--- src/design/acd_pkg.sv ---
`default_nettype none
package acd_pkg;

  // Register map of the configuration port
  localparam int unsigned CFG_INDEX_W = 8;
  localparam int unsigned CFG_DATA_W  = 32;
  localparam logic [CFG_INDEX_W-1:0] REG_EFFECT_ENABLES = 8'd0;
  localparam logic [CFG_INDEX_W-1:0] REG_GAIN           = 8'd1;
  localparam logic [CFG_INDEX_W-1:0] REG_THRESHOLD      = 8'd2;

  localparam int unsigned GAIN_W = 16;
  localparam logic [GAIN_W-1:0] GAIN_RESET = 16'd256;

  // tanh argument is Q16 and saturates at 8.0, so 19 quotient bits matter
  localparam int unsigned FRAC_BITS = 19;
  // tanh table entries are Q30
  localparam int unsigned TANH_Q    = 30;
  localparam int unsigned EXP_TERMS = 24;

  typedef struct packed {
    logic advance;
    logic hard_en;
  } stage_ctl_t;

endpackage
`default_nettype wire

--- src/design/acd_front.sv ---
`default_nettype none
module acd_front #(
  parameter int unsigned W = 24
) (
  input  wire logic                              clk,
  input  wire logic                              rst,
  input  wire acd_pkg::stage_ctl_t               ctl,
  input  wire logic                              in_valid,
  input  wire logic signed [W-1:0]               sample_in,
  input  wire logic                              last_in,
  input  wire logic [acd_pkg::GAIN_W-1:0]        gain,
  input  wire logic [W-2:0]                      threshold,
  output logic                                   out_valid,
  output logic [W+17:0]                          num,
  output logic [W+1:0]                           tag
);

  logic [W-1:0] x_u;
  logic [W-1:0] mag_in;
  logic [17:0]  gain3;

  logic          v1, v2, v3;
  logic [W-1:0]  mag1, mag2, magh3;
  logic          neg1, neg2, neg3;
  logic          last1, last2, last3;
  logic [W+15:0] p2;
  logic          clip;

  assign x_u    = sample_in;
  assign mag_in = x_u[W-1] ? (~x_u + {{(W-1){1'b0}}, 1'b1}) : x_u;
  assign gain3  = 18'({gain, 1'b0}) + 18'(gain);
  assign clip   = p2 > {9'd0, threshold, 8'd0};

  always_ff @(posedge clk) begin
    if (rst) begin
      v1 <= 1'b0;
      v2 <= 1'b0;
      v3 <= 1'b0;
      out_valid <= 1'b0;
    end else if (ctl.advance) begin
      v1 <= in_valid;
      v2 <= v1;
      v3 <= v2;
      out_valid <= v3;
    end
  end

  always_ff @(posedge clk) begin
    if (ctl.advance) begin
      mag1  <= mag_in;
      neg1  <= x_u[W-1];
      last1 <= last_in;

      p2    <= mag1 * gain;
      mag2  <= mag1;
      neg2  <= neg1;
      last2 <= last1;

      // unclipped product is at most threshold after the shift, so it fits
      if (ctl.hard_en) begin
        magh3 <= clip ? {1'b0, threshold} : p2[W+7:8];
      end else begin
        magh3 <= mag2;
      end
      neg3  <= neg2;
      last3 <= last2;

      num <= magh3 * gain3;
      tag <= {last3, neg3, magh3};
    end
  end

endmodule
`default_nettype wire

--- config.mk ---
export PLATFORM = sky130hd
export DESIGN_NAME = acd_front
export DESIGN_NICKNAME = d
export VERILOG_FILES = /design/src/design/acd_pkg.sv /design/src/design/acd_front.sv
export SDC_FILE = /design/constraint.sdc
export NUM_CORES = 2
export LEC_CHECK = 0
export BUFFER_PORTS_ARGS = -buffer_cell sky130_fd_sc_hd__buf_2
export CAP_MARGIN = 15
export CELL_PAD_IN_SITES_DETAIL_PLACEMENT = 0
export CELL_PAD_IN_SITES_GLOBAL_PLACEMENT = 1
export CORE_ASPECT_RATIO = 1.5
export CORE_MARGIN = 2
export CORE_UTILIZATION = 40
export DETAILED_ROUTE_END_ITERATION = 7
export PLACE_DENSITY = 0.75
export SKIP_LAST_GASP = 1
export SLEW_MARGIN = 10
export SYNTH_ARGS = -nofsm -noshare
export SYNTH_HDL_FRONTEND = slang
export SYNTH_SLANG_ARGS = --single-unit
--- constraint.sdc ---
create_clock -name clk -period 10.9 [get_ports clk]
set_input_delay 1.09 -clock clk [delete_from_list [all_inputs] [get_ports clk]]
set_output_delay 1.09 -clock clk [all_outputs]
set_load 0.05 [all_outputs]
; ---- Yosys cells after proc, flatten, opt, wreduce, memory -nomap -nowiden
; Cells that the tools add are included.
[classes]
add_sub_neg = 2
n_mul = 2
div = 0
n_lt_le_gt_ge = 1
eq_ne = 0
shift = 0
muxes = 3
bitwise_logic = 1
n_reduce_logical = 0
[ops]
columns = cell, n
row1 = 24-bit 2-to-1 mux, 2
row2 = 24-bit by 18-bit multiplier with 42-bit output, 1
row3 = 40-bit by 31-bit greater-than comparator with 1-bit output, 1
row4 = 24-bit by 16-bit multiplier with 40-bit output, 1
row5 = 24-bit by 1-bit adder with 24-bit output (second input constant), 1
row6 = 24-bit NOT, 1
row7 = 23-bit 2-to-1 mux, 1
row8 = 17-bit by 16-bit adder with 18-bit output, 1
[totals]
register_bits = 190
latchBits = 0
ram_bits = 0
rom_bits = 0
input_bits = 69
output_inout_bits = 69
mem_count = 0

; ---- Longest topological paths before layout
[logic_depth]
word_depth = 3
depth_mapped = 34
depth_no_buf = 31

; ---- Worst setup path after synthesis
; Ideal clock, no wire load.
[synth_timing]
path_kind = input port to flip-flop
start = input port gain[1] (netlist bit)
end = register num[41] (data pin)
setup_ns = 0.260
t_arrival_ns = 8.261
required_time_ns = 10.640
slack_ns = 2.379
cell_stages = 33
n_path_buf = 3
cell_sequence = clkbuf_1 -> inv_1 -> fa_1 -> nor2b_1 -> o21ai_2 -> a21boi_1 -> o21a_1 -> o21ai_4 -> a21oi_1 -> or3_1 -> clkbuf_1 -> buf_2 -> nand3_1 -> fa_1 -> inv_1 -> fa_1 -> inv_1 -> fa_1 -> inv_1 -> fa_1 -> fa_1 -> inv_1 -> fa_1 -> inv_1 -> ha_1 -> and3_4 -> a31oi_1 -> o21ai_1 -> a211oi_2 -> o2111ai_1 -> a311o_1 -> a21oi_2 -> xnor2_1
[synth_between]
elab_chain_len = 2
[synth_lines]
columns = item, line_no
row1 = "start, declared", acd_front.sv:11  ; input wire logic [acd_pkg::GAIN_W-1:0] gain,
row2 = 17-bit by 16-bit adder with 18-bit output, acd_front.sv:31  ; assign gain3 = 18'({gain, 1'b0}) + 18'(gain);
row3 = 24-bit by 18-bit multiplier with 42-bit output, acd_front.sv:68  ; num <= magh3 * gain3;
row4 = "end signal, assigned", acd_front.sv:68
row5 = "end, declared", acd_front.sv:14  ; output logic [W+17:0] num,
; No other way between the ends.
; A chain may end at the register's enable or synchronous reset.

; ---- Worst setup path in the final report
[layout_timing]
start = input port gain[1] (netlist bit)
end = register num[36] (data pin)
; The elaborated chain is that of the path after synthesis.

==> flow_summary.rst <==
.. list-table::
   :header-rows: 1

   * - Metric
     - Value
   * - Status
     - completed
   * - CTS Hold Bufs
     - 0
   * - Multiplexer area fraction after synthesis
     - 0.00140
   * - Reg2Reg Setup Slack
     - roughly 3500 ps
   * - Clock tree sinks
     - 190
   * - Combined area of all synthesized cells
     - 35900 um2
   * - Data required time at the worst endpoint
     - roughly 11000 ps
   * - Biggest area contributors in the synthesized netlist
     - fa_1 37%, edfxtp_1 16%, ha_1 9.4%
   * - Slowest library cell on the worst path
     - fa_1
   * - Total congestion overflow
     - 0
   * - Portion of the post-synthesis area used by sequential elements
     - 0.158
   * - Number of fill cells
     - 8868
   * - Area occupied by multi-input gates
     - 26300 um2
   * - Post-synthesis share of cell area spent on full adders, half adders and majority gates
     - 0.461
   * - Number of DRC markers after the initial detailed-route iteration
     - 1479
   * - Core ar.
     - approximately 89000 um2
   * - Ports
     - 138
   * - Post-layout net count
     - roughly 4900
   * - Main synth FF type
     - edfxtp_1
   * - Clock buffers created by TritonCTS
     - 17
   * - Clock tree from TritonCTS
     - done
   * - Setup_tns
     - 0 ps
   * - Crit-path max FO
     - 13
   * - Cell count after synthesis
     - a little under 4000
   * - Portion of synthesized cell area occupied by the leading cell type
     - 0.368
   * - Setup clock skew after layout
     - around 30 ps
   * - Number of max-slew violations in the final report
     - 0
   * - Total routing usage reported by global routing
     - 0.240
   * - Net count of the mapped netlist
     - around 5000
   * - Clock transition at the registers of the reported paths
     - 100 ps
   * - Seq cells post-synth
     - between 150 and 200
   * - Most numerous cell types in the synthesized netlist
     - 819 x inv_1, 659 x fa_1, 584 x nand2_1
   * - Via count
     - approximately 27000
   * - Number of remaining DRC errors
     - 0
   * - Synth Area in Compound Gates
     - 0.0818
   * - Number of unique standard cell types used by synthesis
     - 74
   * - Max Root-Sink Buffers
     - 2
   * - Leading cell type by number of instances after synthesis
     - inv_1
   * - Number of global-route vias before repair
     - between 20000 and 30000
   * - Buffers inserted during post-CTS setup optimization
     - 0
   * - Pin count of the biggest net entering global routing
     - 120
   * - Number of enable flip-flop cells after synthesis
     - 186
   * - Unrepaired setup endpoints after global routing
     - false
   * - Root cell of the clock tree
     - clkbuf_16
   * - Starting density of the core
     - 0.404
   * - Combinational family with the most area after synthesis
     - adder cells
   * - Critical path type
     - in -> reg
   * - Setup Viol. Count Final
     - 0
   * - Leading area contributor after synthesis
     - fa_1
   * - Total number of placement rows
     - roughly 130
   * - Antenna Violating Nets Remaining
     - 0
   * - Peak per-stage delay on the critical path
     - ~610 ps
   * - CP Buf/Inv Count
     - 6
   * - Post-route design area
     - 38500 um2
   * - Number of gates resized after cts
     - 0
   * - Insertion delay to the later sink of the worst-skew pair
     - about 540 ps
   * - Width of the chip
     - 248 um
   * - Syn. warnings
     - 0
   * - Hold Fails Final Rpt
     - 0
   * - Layout cell share with drive strength beyond 1
     - 0.0752
   * - Post-DP Area
     - roughly 38000 um2
   * - H-tree lvl count
     - 4
   * - Average wire per cell in the routed design
     - around 21 um
   * - Startpoint class of the critical path
     - primary input
   * - Antenna violations before repair
     - 5
   * - Worst slew slack as a fraction of its limit
     - 0.275
   * - Endpoint class of the critical path
     - flop
   * - Via density per instance
     - roughly 5.3
   * - Number of buffers inserted by port buffering
     - roughly 140
   * - Most repeated library cell on the critical path
     - fa_1
   * - Portion of the clock cycle consumed by the worst path in the final layout
     - 0.842
   * - Half-perimeter wire length of the detailed placement result
     - roughly 83000 um
   * - Worst hold path class
     - reg -> reg
   * - Worst EP arrival
     - ~9400 ps
   * - Synthesized area per cell
     - 9.16 um2
   * - Register Area
     - 5670 um2
   * - Final min period
     - around 9200 ps
   * - Area Growth Syn to Fin
     - 7.38%
   * - Drt pass-1 iters
     - 5
   * - Transition at the pin with the smallest max-transition slack
     - approximately 1100 ps
   * - Family of cells with the greatest summed delay on the critical path
     - adder cells
   * - Gp weighted congestion
     - 0.911
   * - Max Clock Freq
     - around 110 MHz
   * - Proportion of register bits with asynchronous set or reset after synthesis
     - 0
   * - Global-route wire length before repair
     - around 170000 um
   * - Final routed wirelength across all metal layers
     - 108000 um
   * - Max_cap viols
     - 0
   * - Die Area
     - between 90000 and 100000 um2
   * - Final core utilization
     - 0.433
   * - Die outline height
     - around 370 um
   * - Simple-gate share of the synthesized area
     - 0.165
   * - Synthesized-area fraction occupied by xor and xnor cells
     - 0.0225
final timing paths:
path                            depth (start not counted)      end      from
worst max-delay path                                   31  num[36]   gain[1]
worst max register to register                         19  num[36]  magh3[8]
worst min-delay path                                    0  tag[25]     last3
worst min register to register                          0  tag[25]     last3
registers in the layout, summed over array words and instances, names as in the netlist, 24 cells and up:
| name | count |
|---|---|
| mag1 | 24 |
| p2 | 40 |
| tag | 26 |
| magh3 | 24 |
| num | 42 |
| mag2 | 24 |
metrics by stage:
stage / worst slack (ps) / std cells / hold WS [ps]
2_1_floorplan: 2380 / 3917 / 400
3_3_place_gp: 1360 / 5075 / 404
3_5_place_dp: 1280 / 5075 / 405
4_1_cts: 1840 / 5107 / 399
5_1_grt: 1330 / 5110 / 423
6_report: 1730 / 5111 / 398
worst register-to-register path: stages, from the launching register on:
cell and delay [ps]:
edfxtp_1 1080, nand2_1 160, fa_1 540, inv_1 60
fa_1 520, inv_1 50, fa_1 480, fa_1 550
inv_1 50, fa_1 500, fa_1 410, ha_1 380
a21o_1 210, a21o_1 170, a21oi_1 400, o221ai_1 180
a21oi_1 600, o21ai_0 430, a21boi_0 310, xnor2_1 90
cell type report:
cell class	instances	area share
repair buffers	226	0.0354
clock buffers	17	0.0110
well taps	1156	0.0376
multi-input cells	2685	0.683
inverters	819	0.0798
diodes	3	0.000195
clock inverters	15	0.00588
flip-flops and latches	190	0.147
cells in the final DEF, fill, tap and decap left out, types with 13 or more instances in the layout:
cell       synthesis  routed
nor2b_1           38      38
edfxtp_1         186     186
xor2_1            19      19
inv_1            819     819
a21o_1            54      54
xnor2_1           73      70
ha_1             268     267
buf_4              0      89
nand2b_1          48      48
buf_2             14     136
o2111ai_1         21      21
o22ai_1           20      19
fa_1             659     659
o21a_1            16      16
o21bai_1          13      13
a21oi_1           94      93
nor2_1            81      81
nand3_1          107     107
nor3_1            33      33
and3_1            32      32
o21ai_0           68      68
clkbuf_16          0      17
and2_1           214     214
nand4_1           39      39
a31oi_1           54      54
nand2_1          584     584
logic make-up (layout without fill, tap and decap cells):
family,Yosys count,count (layout)
multiplexers,5,5
flip-flops,190,190
other,0,3
buffers and inverters,1042,1077
XOR/XNOR,92,92
AO/OA/AOI/OAI,433,433
AND/OR/NAND/NOR,1228,1228
adder cells (fa/ha/maj),927,927
routing by layer:
metal  track usage  part of all wire
met1         0.254              0.36
met2         0.454              0.54
met3        0.0278             0.038
met4         0.144             0.066
met5             0                 0
Power is left out: the tool's default activity adds up to more than one toggle a clock period on the data nets, which glitch-free logic cannot reach.
