## src/design/acd_pkg.sv

```systemverilog
`default_nettype none
package acd_pkg;

  // Register map of the configuration port
  localparam int unsigned CFG_INDEX_W = 8;
  localparam int unsigned CFG_DATA_W  = 32;
  localparam logic [CFG_INDEX_W-1:0] REG_EFFECT_ENABLES = 8'd0;
  localparam logic [CFG_INDEX_W-1:0] REG_GAIN           = 8'd1;
  localparam logic [CFG_INDEX_W-1:0] REG_THRESHOLD      = 8'd2;

  localparam int unsigned GAIN_W = 16;
  localparam logic [GAIN_W-1:0] GAIN_RESET = 16'd256;

  // tanh argument is Q16 and saturates at 8.0, so 19 quotient bits matter
  localparam int unsigned FRAC_BITS = 19;
  // tanh table entries are Q30
  localparam int unsigned TANH_Q    = 30;
  localparam int unsigned EXP_TERMS = 24;

  typedef struct packed {
    logic advance;
    logic hard_en;
  } stage_ctl_t;

endpackage
`default_nettype wire

```

## src/design/acd_div.sv

```systemverilog
`default_nettype none
module acd_div #(
  parameter int unsigned W = 24
) (
  input  wire logic                             clk,
  input  wire logic                             rst,
  input  wire acd_pkg::stage_ctl_t              ctl,
  input  wire logic                             in_valid,
  input  wire logic [W+17:0]                    num,
  input  wire logic [W+1:0]                     tag_in,
  input  wire logic [W-2:0]                     threshold,
  output logic                                  out_valid,
  output logic [acd_pkg::FRAC_BITS-1:0]         quot,
  output logic                                  sat,
  output logic [W+1:0]                          tag_out
);

  localparam int unsigned QB     = acd_pkg::FRAC_BITS;
  localparam int unsigned STAGES = QB + 1;
  localparam int unsigned NW     = W + 26;
  localparam int unsigned TPAD   = NW - (W - 1);

  logic [NW-1:0] rem [0:STAGES];
  logic [QB-1:0] q   [0:STAGES];
  logic [W+1:0]  tg  [0:STAGES];
  logic [STAGES:0] v;
  logic [STAGES:0] st;

  // numerator is 3 * gain * |x| * 256, with |x| taken after any hard clip
  assign rem[0] = {num, 8'd0};
  assign q[0]   = '0;
  assign tg[0]  = tag_in;
  assign v[0]   = in_valid;
  assign st[0]  = 1'b0;

  for (genvar j = 0; j < STAGES; j++) begin : g_stage
    localparam int unsigned K = QB - j;
    logic [NW-1:0] d;
    logic          ge;

    assign d  = {{TPAD{1'b0}}, threshold} << K;
    assign ge = rem[j] >= d;

    always_ff @(posedge clk) begin
      if (rst) begin
        v[j+1] <= 1'b0;
      end else if (ctl.advance) begin
        v[j+1] <= v[j];
      end
    end

    always_ff @(posedge clk) begin
      if (ctl.advance) begin
        rem[j+1] <= ge ? (rem[j] - d) : rem[j];
        tg[j+1]  <= tg[j];
      end
    end

    if (j == 0) begin : g_sat
      // quotient of 2^19 or more saturates the tanh argument
      always_ff @(posedge clk) begin
        if (ctl.advance) begin
          st[j+1] <= ge;
          q[j+1]  <= q[j];
        end
      end
    end else begin : g_bit
      always_ff @(posedge clk) begin
        if (ctl.advance) begin
          st[j+1] <= st[j];
          q[j+1]  <= ge ? (q[j] | (QB'(1) << K)) : q[j];
        end
      end
    end
  end

  assign out_valid = v[STAGES];
  assign quot      = q[STAGES];
  assign sat       = st[STAGES];
  assign tag_out   = tg[STAGES];

endmodule
`default_nettype wire

```

## config.mk

```make
export PLATFORM = sky130hd
export DESIGN_NAME = acd_div
export DESIGN_NICKNAME = d
export VERILOG_FILES = /design/src/design/acd_pkg.sv /design/src/design/acd_div.sv
export SDC_FILE = /design/constraint.sdc
export NUM_CORES = 2
export LEC_CHECK = 0
export BUFFER_PORTS_ARGS = -buffer_cell sky130_fd_sc_hd__buf_2
export CAP_MARGIN = 40
export CORE_MARGIN = 2
export CORE_UTILIZATION = 50
export CTS_CLUSTER_SIZE = 10
export DETAILED_ROUTE_END_ITERATION = 16
export PLACE_DENSITY = 0.66
export SYNTH_ARGS = -nofsm -noshare
export SYNTH_HDL_FRONTEND = slang
export SYNTH_SLANG_ARGS = --single-unit
```

## constraint.sdc

```tcl
create_clock -name clk -period 5.07 [get_ports clk]
set_input_delay 0.507 -clock clk [delete_from_list [all_inputs] [get_ports clk]]
set_output_delay 0.507 -clock clk [all_outputs]
set_load 0.01 [all_outputs]
```

* Yosys cells after proc, flatten, opt, wreduce, memory -nomap -nowiden
Index checks and enable logic that the tools add are counted.
Operators by class: $lt $le $gt $ge 20, multiplexer cells 19, $add $sub $neg 19
Operator list (number):
- 2-to-1 mux 50 bit | 19
- greater-or-equal comparator 50 x 23 -> 1 bit | 1
- greater-or-equal comparator 50 x 24 -> 1 bit | 1
- greater-or-equal comparator 50 x 25 -> 1 bit | 1
- greater-or-equal comparator 50 x 26 -> 1 bit | 1
- greater-or-equal comparator 50 x 27 -> 1 bit | 1
- greater-or-equal comparator 50 x 28 -> 1 bit | 1
- greater-or-equal comparator 50 x 29 -> 1 bit | 1
- greater-or-equal comparator 50 x 30 -> 1 bit | 1
- greater-or-equal comparator 50 x 31 -> 1 bit | 1
- greater-or-equal comparator 50 x 32 -> 1 bit | 1
- greater-or-equal comparator 50 x 33 -> 1 bit | 1
- greater-or-equal comparator 50 x 34 -> 1 bit | 1
- greater-or-equal comparator 50 x 35 -> 1 bit | 1
- greater-or-equal comparator 50 x 36 -> 1 bit | 1
- greater-or-equal comparator 50 x 37 -> 1 bit | 1
- greater-or-equal comparator 50 x 38 -> 1 bit | 1
- greater-or-equal comparator 50 x 39 -> 1 bit | 1
- greater-or-equal comparator 50 x 40 -> 1 bit | 1
- greater-or-equal comparator 50 x 41 -> 1 bit | 1
- greater-or-equal comparator 50 x 42 -> 1 bit | 1
- subtractor 50 x 24 -> 50 bit | 1
- subtractor 50 x 25 -> 50 bit | 1
- subtractor 50 x 26 -> 50 bit | 1
- 16 further kinds | 16
Word-level totals: output and inout port bits 47, logic and storage cells 176, input port bits 96, register bits after elaboration 1871

* Logic depth before layout (Yosys ltp)
depth after elaboration 2, depth in mapped cells 15, depth with buffers taken out 15

* Worst setup path before layout
Ideal clock, no wire load.
path type input to register, start in threshold[1], end reg rem[197] (netlist bit), data pin, buffers on the path 0, slack 0.654 ns, stages on the path 12, arrival 4.158 ns, library setup time 0.258 ns, data required time 4.812 ns, cells stage by stage inv_1 -> fa_1 -> a211o_1 -> a2111o_1 -> a2111oi_4 -> nor3_2 -> o31ai_4 -> or2b_1 -> and4b_4 -> nand2_2 -> or4_1 -> xnor2_1
On the way: longest elaborated chain between the ends 2, elaborated cells on any way between the ends 3, classes of those cells add/sub: 1; order compare: 1; mux: 1
Ends and longest elaborated chain:
- start: declaration | RTL line acd_div.sv:11 | input wire logic [W-2:0] threshold,
- subtractor 50 x 26 -> 50 bit / greater-or-equal comparator 50 x 26 -> 1 bit (equally long branches) | RTL line acd_div.sv:54, acd_div.sv:42
- 2-to-1 mux 50 bit * | RTL line acd_div.sv:54 | rem[j+1] <= ge ? (rem[j] - d) : rem[j];
- end signal: indexed assignment | RTL line acd_div.sv:54
- end: declaration | RTL line acd_div.sv:23 | logic [NW-1:0] rem [0:STAGES];
Mark *: on every way between the ends. The rest lies on a longest branch, timed or not. A chain may end at the register's enable or synchronous reset.

* Worst setup path after layout
start reg rem[662] (netlist bit), end reg rem[644] (netlist bit), data pin
On the way: longest elaborated chain between the ends 2, elaborated cells on any way between the ends 3, classes of those cells add/sub: 1; order compare: 1; mux: 1
Ends and longest elaborated chain (RTL line):
- subtractor 50 x 35 -> 50 bit / greater-or-equal comparator 50 x 35 -> 1 bit (equally long branches) | acd_div.sv:54, acd_div.sv:42
- 2-to-1 mux 50 bit * | acd_div.sv:54
Marks and branches as above.

==> flow_summary.yaml <==
pwr:
  p_seq_share_pct: 40.9
  p_leak_nw: 33.5
  p_clk_share_pct: 25.7
  p_int_w: 0.0320
  pwr-share-comb_pct: 33.5
  p_sw_share_pct: 33.1
  p_per_area_mw_per_mm2: 522
  vdd_ir_drop_max_mv: 0.375
  switchingPower_w: 0.0158
  total_power_w: 0.0477
clock_network:
  cts_resized: 0
  clkSlewWorstSetupHoldPaths_ps: 60
  tritoncts: "yes"
  clkLatencyLatePin_ps: 820
  cts_root_buffer: "clkbuf_16"
  clock_path_buffers: 3
  cts.sinks: 1576
  cts_made_buffers: 188
  htree_levels: 4
sta:
  clock.fmax_ghz: 0.244
  final.setup.tns_ps: 0
  worst_hold_slack_ps: 40.6
  finalCritPeriodShare_pct: 80.7
  rsz0062_at_grt: "false"
  drv_slew: 0
  setup_ws_ps: 978
  fin_skew_ps: 29.4
  hold_viol_final: 0
  setup_violations: 0
  max-slew-margin-rel_pct: 43.8
  period_minus_slack_ps: 4090
  worst_slew_pin_slew_ps: 843
finish:
  layout-drive-gt1-share_pct: 8.66
  insertedDiodeCount: 0
  nFillCells: 13400
  layout.nets: 7622
  area_growth_pct: 12.2
grt:
  grt_antenna_before_repair: 0
  grt_max_degree: 156
  grt_overflow: 0
  grt_pass1_wl_mm: 279
  grt_usage_pct: 20.9
  first_global_vias: 51700
floorplan:
  initial_core_util_pct: 50.2
  die_width_um: 408
  rows: 148
  die_area_mm2: 0.166
  coreArea_mm2: 0.162
  pin_count: 143
  die-height_um: 408
synth:
  ys.flop_type: "edfxtp_1"
  ys_warn_count: 0
  synthArstFlopShare_pct: 0
  syn_inst: 6730
  synth_edf_count: 1556
  synth-seq-cells: 1576
  synth_area_leaders: "edfxtp_1 (57%), ha_1 (7.0%), xnor2_1 (4.1%)"
  syn_area_mm2: 0.0815
  syn-num-nets: 7304
  ys_seq_area_share_pct: 57.8
  netlist.area_leader.share_pct: 57.3
  syn_area_per_cell_um2: 12.1
  synth_top_cell_by_area: "edfxtp_1"
  ys_types: 100
route:
  drc: 0
  drtIter0Drc: 4190
  viasPerCell: 5.74
  wl_mm: 177
  ant_nets: 0
  vias: 53400
  drtPass1Iterations: 6
  drt-wirelength-per-cell_um: 19.0
flow_run:
  maxCapViolCount: 0
outcome:
  outcome: "finished, final reports clean"
placement:
  post-place-ws_ps: 484
  routabilityCongestion: 0.909
  portBuffers: 141
  dp_hpwl_mm: 124
critical_path:
  critPathLaunchType: "flop"
  crit_required_ps: 5620
  cp_max_fo: 4
  cp.arrival_ps: 4640
  worstSetupPathType: "flop to flop"
  cp-end-kind: "flop"
min_path:
  hp-class: "input port to flop"
## critical path, cell delays in order, from the launching register on
cell and delay, ps:
edfxtp_1 400, inv_1 100, ha_1 170, inv_1 50, fa_1 400, a21o_1 200, a221oi_2 410, nor3_1 190
o21ai_1 170, or3b_1 430, a311oi_1 440, o221a_2 300, nand3_1 190, nor3_1 250, xor2_1 100
## cells in the mapped netlist (23+ instances only)
| master | instances |
|---|---|
| inv_1 | 138 |
| buf_4 | 49 |
| edfxtp_1 | 1556 |
| nand3_1 | 127 |
| mux2_1 | 46 |
| o21ai_1 | 63 |
| clkbuf_1 | 122 |
| ha_1 | 459 |
| nand2b_1 | 84 |
| nor2b_1 | 76 |
| nor4_1 | 102 |
| mux2_2 | 63 |
| nor2_1 | 484 |
| or4_1 | 30 |
| xnor2_1 | 383 |
| o31ai_1 | 28 |
| o21a_1 | 56 |
| a31oi_1 | 48 |
| o21bai_1 | 43 |
| a21oi_1 | 503 |
| xor2_1 | 296 |
| nand2_1 | 538 |
| a211oi_1 | 37 |
| a21o_1 | 225 |
| or3_1 | 60 |
| nand4_1 | 81 |
| nor3_1 | 155 |
| o21ai_0 | 357 |
| nand3b_1 | 23 |
| o211ai_1 | 26 |
| and3_1 | 47 |
| or2_2 | 23 |
## timing repair
action,4_1_cts,5_1_grt
buffers inserted,0,0
hold buffers,66,0
endpoints found under the hold margin,66,0
## cell type report
type                       instances  area (um2)  area share [%]
clock buffer                     228        4940            5.40
clock inverter                    47         573           0.626
inverter                         145         544           0.595
multi-input combinational       4813       33000            36.1
sequential                      1576       47100            51.5
tap                             2175        2720            2.97
timing repair buffer             324        2580            2.83
## final timing paths
kind | start | cells after the start | endpoint | slack [ps]
max reg2reg | rem[662]$_DFFE_PP_ | 14 | rem[644]$_DFFE_PP_ | 980
max | rem[662]$_DFFE_PP_ | 14 | rem[644]$_DFFE_PP_ | 980
min reg2reg | q[164]$_DFFE_PP_ | 0 | q[145]$_DFFE_PP_ | 400
min | num[28] | 3 | rem[986]$_DFFE_PP_ | 40
## metrics by stage
stage	std cells	utilization, %	instance area (um2)
after global placement	8967	52.5	85300
after floorplan	6730	-	81500
after detailed placement	8967	52.5	85300
after global routing	9308	56.3	91500
after CTS	9308	56.3	91500
final	9308	56.3	91500
## cell usage in the layout (no fill, tap or decap), types with 26 or more instances in the layout
| cell | n |
|---|---|
| or4_1 | 30 |
| o21ai_0 | 357 |
| nor4_1 | 102 |
| xor2_1 | 296 |
| o21a_1 | 56 |
| a21oi_1 | 499 |
| ha_1 | 459 |
| clkbuf_1 | 36 |
| buf_2 | 140 |
| nand3_1 | 127 |
| nor3_1 | 154 |
| nor2b_1 | 76 |
| a31oi_1 | 47 |
| nand2b_1 | 84 |
| or3_1 | 60 |
| buf_4 | 91 |
| buf_12 | 27 |
| edfxtp_1 | 1556 |
| xnor2_1 | 383 |
| mux2_1 | 46 |
| nand4_1 | 81 |
| o31ai_1 | 28 |
| a21o_1 | 225 |
| inv_1 | 137 |
| and3_1 | 47 |
| o21ai_1 | 63 |
| nor2_1 | 484 |
| mux2_2 | 63 |
| o211ai_1 | 26 |
| nand2_1 | 538 |
| clkbuf_16 | 192 |
| dlygate4sd3_1 | 66 |
| a211oi_1 | 36 |
| o21bai_1 | 43 |
## power groups by stage
stage / Clock, W / Combinational (W) / Sequential (W)
final: 0.0123 / 0.0160 / 0.0195
after CTS: 0.0126 / 0.0159 / 0.0195
after global routing: 0.0131 / 0.0179 / 0.0198
after detailed placement: 0 / 0.0157 / 0.0197
after global placement: 0 / 0.0154 / 0.0197
after floorplan: 0 / 0.0123 / 0.0190
## sequential cells by signal, summed over array words and instances (netlist names)
signal / count
v: 19
out_valid: 1
tag_out: 26
rem: 826
quot: 19
sat: 1
q: 171
st: 19
tg: 494
## kinds of logic (layout without fill, tap and decap cells)
logic type,after synthesis,after routing,share of synthesized area (%)
and+or+nand+nor,1959,1959,11.9
DFF,1576,1576,57.8
AOI/OAI and AO/OA,1567,1567,11.9
xor gates and xnor gates,679,679,7.30
adders and majority gates,478,478,7.51
buffers and inverters,341,744,1.81
muxes,130,130,1.76
## per-layer routing
metal / share of wire, % / track usage [%] / routed length [um]
met4: 2.9 / 6.92 / 5210
met2: 48 / 34.6 / 84500
met1: 44 / 28.0 / 78600
met3: 4.9 / 3.49 / 8720
met5: 0 / 0 / 0
No activity file was read; power rests on OpenSTA's default activity.
